<file path="src/bfa_ram.sv">
`default_nettype none

module bfa_ram #(
	parameter int WIDTH = 32,
	parameter int DEPTH = 16
) (
	input  wire logic clk,
	input  wire logic we,
	input  wire logic [((DEPTH > 1) ? $clog2(DEPTH) : 1)-1:0] waddr,
	input  wire logic [WIDTH-1:0] wdata,
	input  wire logic [((DEPTH > 1) ? $clog2(DEPTH) : 1)-1:0] raddr,
	output logic [WIDTH-1:0] rdata
);

	logic [WIDTH-1:0] mem [DEPTH];

	always_ff @(posedge clk) begin
		if (we) begin
			mem[waddr] <= wdata;
		end
		rdata <= mem[raddr];
	end

endmodule

`default_nettype wire

</file>
<file path="config.mk">
export PLATFORM = sky130hd
export DESIGN_NAME = bfa_ram
export DESIGN_NICKNAME = d
export VERILOG_FILES = /design/src/bfa_ram.sv
export SDC_FILE = /design/constraint.sdc
export NUM_CORES = 1
export LEC_CHECK = 0
export ABC_AREA = 1
export BUFFER_PORTS_ARGS = -buffer_cell sky130_fd_sc_hd__buf_2
export CAP_MARGIN = 20
export CORE_AREA = 2 2 205 207
export DETAILED_ROUTE_END_ITERATION = 10
export DIE_AREA = 0 0 207 209
export PLACE_DENSITY_LB_ADDON = 0.15
export SKIP_CTS_REPAIR_TIMING = 1
export SYNTH_ARGS = -nofsm -noshare
export SYNTH_HDL_FRONTEND = slang
export SYNTH_SLANG_ARGS = --single-unit
</file>
<file path="constraint.sdc">
create_clock -name clk -period 2.2 [get_ports clk]
set_input_delay 0.33 -clock clk [delete_from_list [all_inputs] [get_ports clk]]
set_output_delay 0.33 -clock clk [all_outputs]
set_load 0.02 [all_outputs]
</file>
# Word level (Yosys, flattened, before mapping)
# Memory sizes are Yosys's and may differ from the RTL's. A register that Yosys moved wholly into a read port is not among the register bits.
# Cells that the tools add are included.
# W data, S select, Z words.
# totals
ff_bits,0
inputBits,42
ramBits,512
memories,1
wordCells,3
# memory_table
name,words,width,read_ports,rd_clocked_by_memory_dff,wr,line,rtl
mem,16,32,1,1,1,15,logic [WIDTH-1:0] mem [DEPTH];
# classes
mux,2
# ops
operator,n
$mux W1,2

# Longest topological paths before layout
# logic_depth
ltp_word,2
mapped_depth,10
mapped_depth_nobuf,7

# Least setup slack after synthesis
# No wires, ideal clock.
# synth_path
path_type,input port to flip-flop
startpoint,in waddr[2] in the netlist's numbering
endpoint,mem mem[10][0] (enable)
setup_slack_ns,-0.123
path_stages,2
path_buffers,0
setup_time_ns,0.421
arrival_time_ns,1.902
cell_sequence,nand3b_1 > nor2_1
# synth_lines
element,line,rtl
"start, declared",9,"input wire logic [((DEPTH > 1) ? $clog2(DEPTH) : 1)-1:0] waddr,"
"end, declared",15,
# Straight into the memory's write port.

# Final worst setup path
# layout_path
startpoint,"reg rdata[14], read port of mem"
endpoint,out rdata[14]
# layout_lines
element,line,rtl
"start, declared",12,output logic [WIDTH-1:0] rdata
# No word-level cell between the ends.

==> metrics.md <==
| Metric | Value |
|---|---|
| Status | finished clean |
| Design area | 25700 µm² |
| Synthesis-to-layout area growth | 13.2% |
| Final Cycle Share | 72.4% |
| Main area contributors after synthesis | edfxtp_1 (68%), nand2_1 (11%), nand3_1 (8.5%) |
| Hold_sp | wdata[26] |
| Avg WL per Cell | 19.2 µm |
| Drt via density | 5.23 |
| CTS Buf Count | 55 |
| Hold Vio Cnt, Final | 0 |
| Setup CP Type | reg2out |
| Die area | 43300 µm² |
| Max cap viols | 0 |
| DP HPWL | 30.4 mm |
| Synth Cell Area | 22700 µm² |
| CP Cell Sequence | buf_2 |
| Vias in the first global route | 14300 |
| Worst-skew pair later-pin latency | 0.60 ns |
| Synth warn | 0 |
| Top-level I/O count | 74 |
| FP Rows | 75 |
| DRT iter0 DRCs | 1354 |
| GRT overflow | 0 |
| Core Region | 41300 µm² |
| Syn Nets | 2162 |
| Largest net degree at the start of global routing | 102 |
| Worst reg-to-reg path cell count | 6 |
| First-pass GRT wire length | 83.2 mm |
| Drt pass-1 iters | 7 |
| Root Buffer | clkbuf_16 |
| Remaining antenna violation count | 0 |
| FF+latch area | 16000 µm² |
| Mapped Cells | 2120 |
| Distinct cell type count after synthesis | 15 |
| Initial Util | 55.1% |
| Fin crit period | 1.59 ns |
| Layout cells sized above 1 | 10.0% |
| Deepest clock path buffer count | 3 |
| Clock tree from TritonCTS | done |
| Final wirelength | 53.4 mm |
| CTS H-Tree Depth | 2 |
| Worst hold margin | 0.131 ns |
| Gr usage total | 25.3% |
| Setup Skew | 0.00929 ns |
| Hold WC Path Type | in2reg |
| Max Fanout on Critical Path | 2 |
| Top cell type's share of synthesized area | 67.6% |
| DR DRC count | 0 |
| Finished Layout Cells | 2786 |
| VDD IR max | 0.668 mV |
| Port bufs | 73 |
| Fin nets | 2243 |
| Relative slew slack | 39.7% |
| Final core utilization | 62.3% |
| Clock Sinks | 544 |
| Sequential share of the synthesized area | 70.5% |
| Worst path required time | 1.87 ns |
| Multi-input gate area | 4670 µm² |
| Slowest CP cell | dfxtp_1 |
| Family with the most delay on the worst path | flip-flops |
| Setup crit start kind | register |
| Crit path buf inv count | 1 |
| RSZ-0062 raised after global routing | false |
| Worst Max-Slew Pin Slew | 0.905 ns |
| Synth area leader | edfxtp_1 |
| Power per Cell Area | 872 nW/µm² |
| Leakage | 11.0 nW |
| Initial antenna violation count | 2 |
| WHS Endpoint | mem[6][26] |
| F_max | 0.628 GHz |
| WHS Path Cells | 1 |
| Flop-to-flop setup slack | 1.13 ns |
| CTS clk-pin slew, worst paths | 0.06 ns |
| Commonest non-fill, non-tap cells in the layout | nand2_1 (677), edfxtp_1 (512), inv_1 (386) |
| Setup violations, final | 0 |
| Commonest non-fill, non-tap cell in the layout | nand2_1 |
| Crit end category | output port |
| Worst Path Arrival | 1.26 ns |
| Max incr delay on CP | 0.45 ns |
| R2r endpoint | rdata[23] |
| Routability cong. | 0.837 |
| Via count | 14600 |
| Height of the die | 209 µm |
| Dpl cells | 2683 |
| Mean Syn Cell Area | 10.7 µm² |
| R2r startpoint | mem[6][23] |
| Final Max Slew Viols | 0 |
| Post-route setup TNS | 0 ns |
| #FFs+latches synth | 544 |
| Layout fillers | 3288 |
| Die Wd | 207 µm |
| Placed instance area | 23900 µm² |
[logic make-up (layout without fill, tap and decap cells)]
group	count (synthesis)	in the layout	synth area share (%)
buffers and inverters	495	620	9.54
DFF	544	544	70.5
other	0	2	0
and+or+nand+nor	1081	1081	20.0
[report_power, final]
part	internal [W]	switching [W]	total (W)
clock	0.00550	0.00379	0.00929
combinational	0.000419	0.00105	0.00147
sequential	0.0116	0.0000748	0.0117
total	0.0175	0.00492	0.0224
[per-stage QoR]
step	setup WS, ns	power (W)
2_1_floorplan	-0.123	0.0127
3_3_place_gp	0.392	0.0133
3_5_place_dp	0.355	0.0133
4_1_cts	0.566	0.0226
5_1_grt	0.594	0.0231
6_report	0.608	0.0224
[layout make-up]
cell class	instances	share of cell area, %
diodes	2	0.0195
well taps	539	2.62
clock buffers	72	5.72
repair buffers	129	4.27
multi-input cells	1081	18.1
clock inverters	29	1.24
inverters	390	5.72
flip-flops and latches	544	62.3
[how the worst max path moves through the flow]
stage | cells after the start | end | start | slack, ns
after floorplan | 2 | mem[10][0] | waddr[2] | -0.12
after global placement | 9 | rdata[1] | raddr[0] | 0.39
after detailed placement | 9 | rdata[13] | raddr[0] | 0.36
after CTS | 1 | rdata[14] | rdata[14] | 0.57
after global routing | 1 | rdata[14] | rdata[14] | 0.59
final | 1 | rdata[14] | rdata[14] | 0.61
[Yosys cell counts (all sizes together)]
cell type  instances
nand2            677
edfxtp           512
inv              390
nand3            385
buf               91
dfxtp             32
nor2              17
clkbuf            14
nand3b             2
[sequential cells by signal (all words and copies together), names as in the netlist]
register and cells:
rdata 32, mem 512
[per-layer routing]
| metal | up-vias | wire (µm) | GRT usage (%) |
|---|---|---|---|
| met4 | 4 | 1440 | 8.35 |
| met5 | - | 22 | 0 |
| met1 | 6954 | 22400 | 34.6 |
| met3 | 89 | 4000 | 4.67 |
| met2 | 499 | 25500 | 41.1 |
| li1 | 7016 | - | - |
Power figures use the tool's default switching activity.
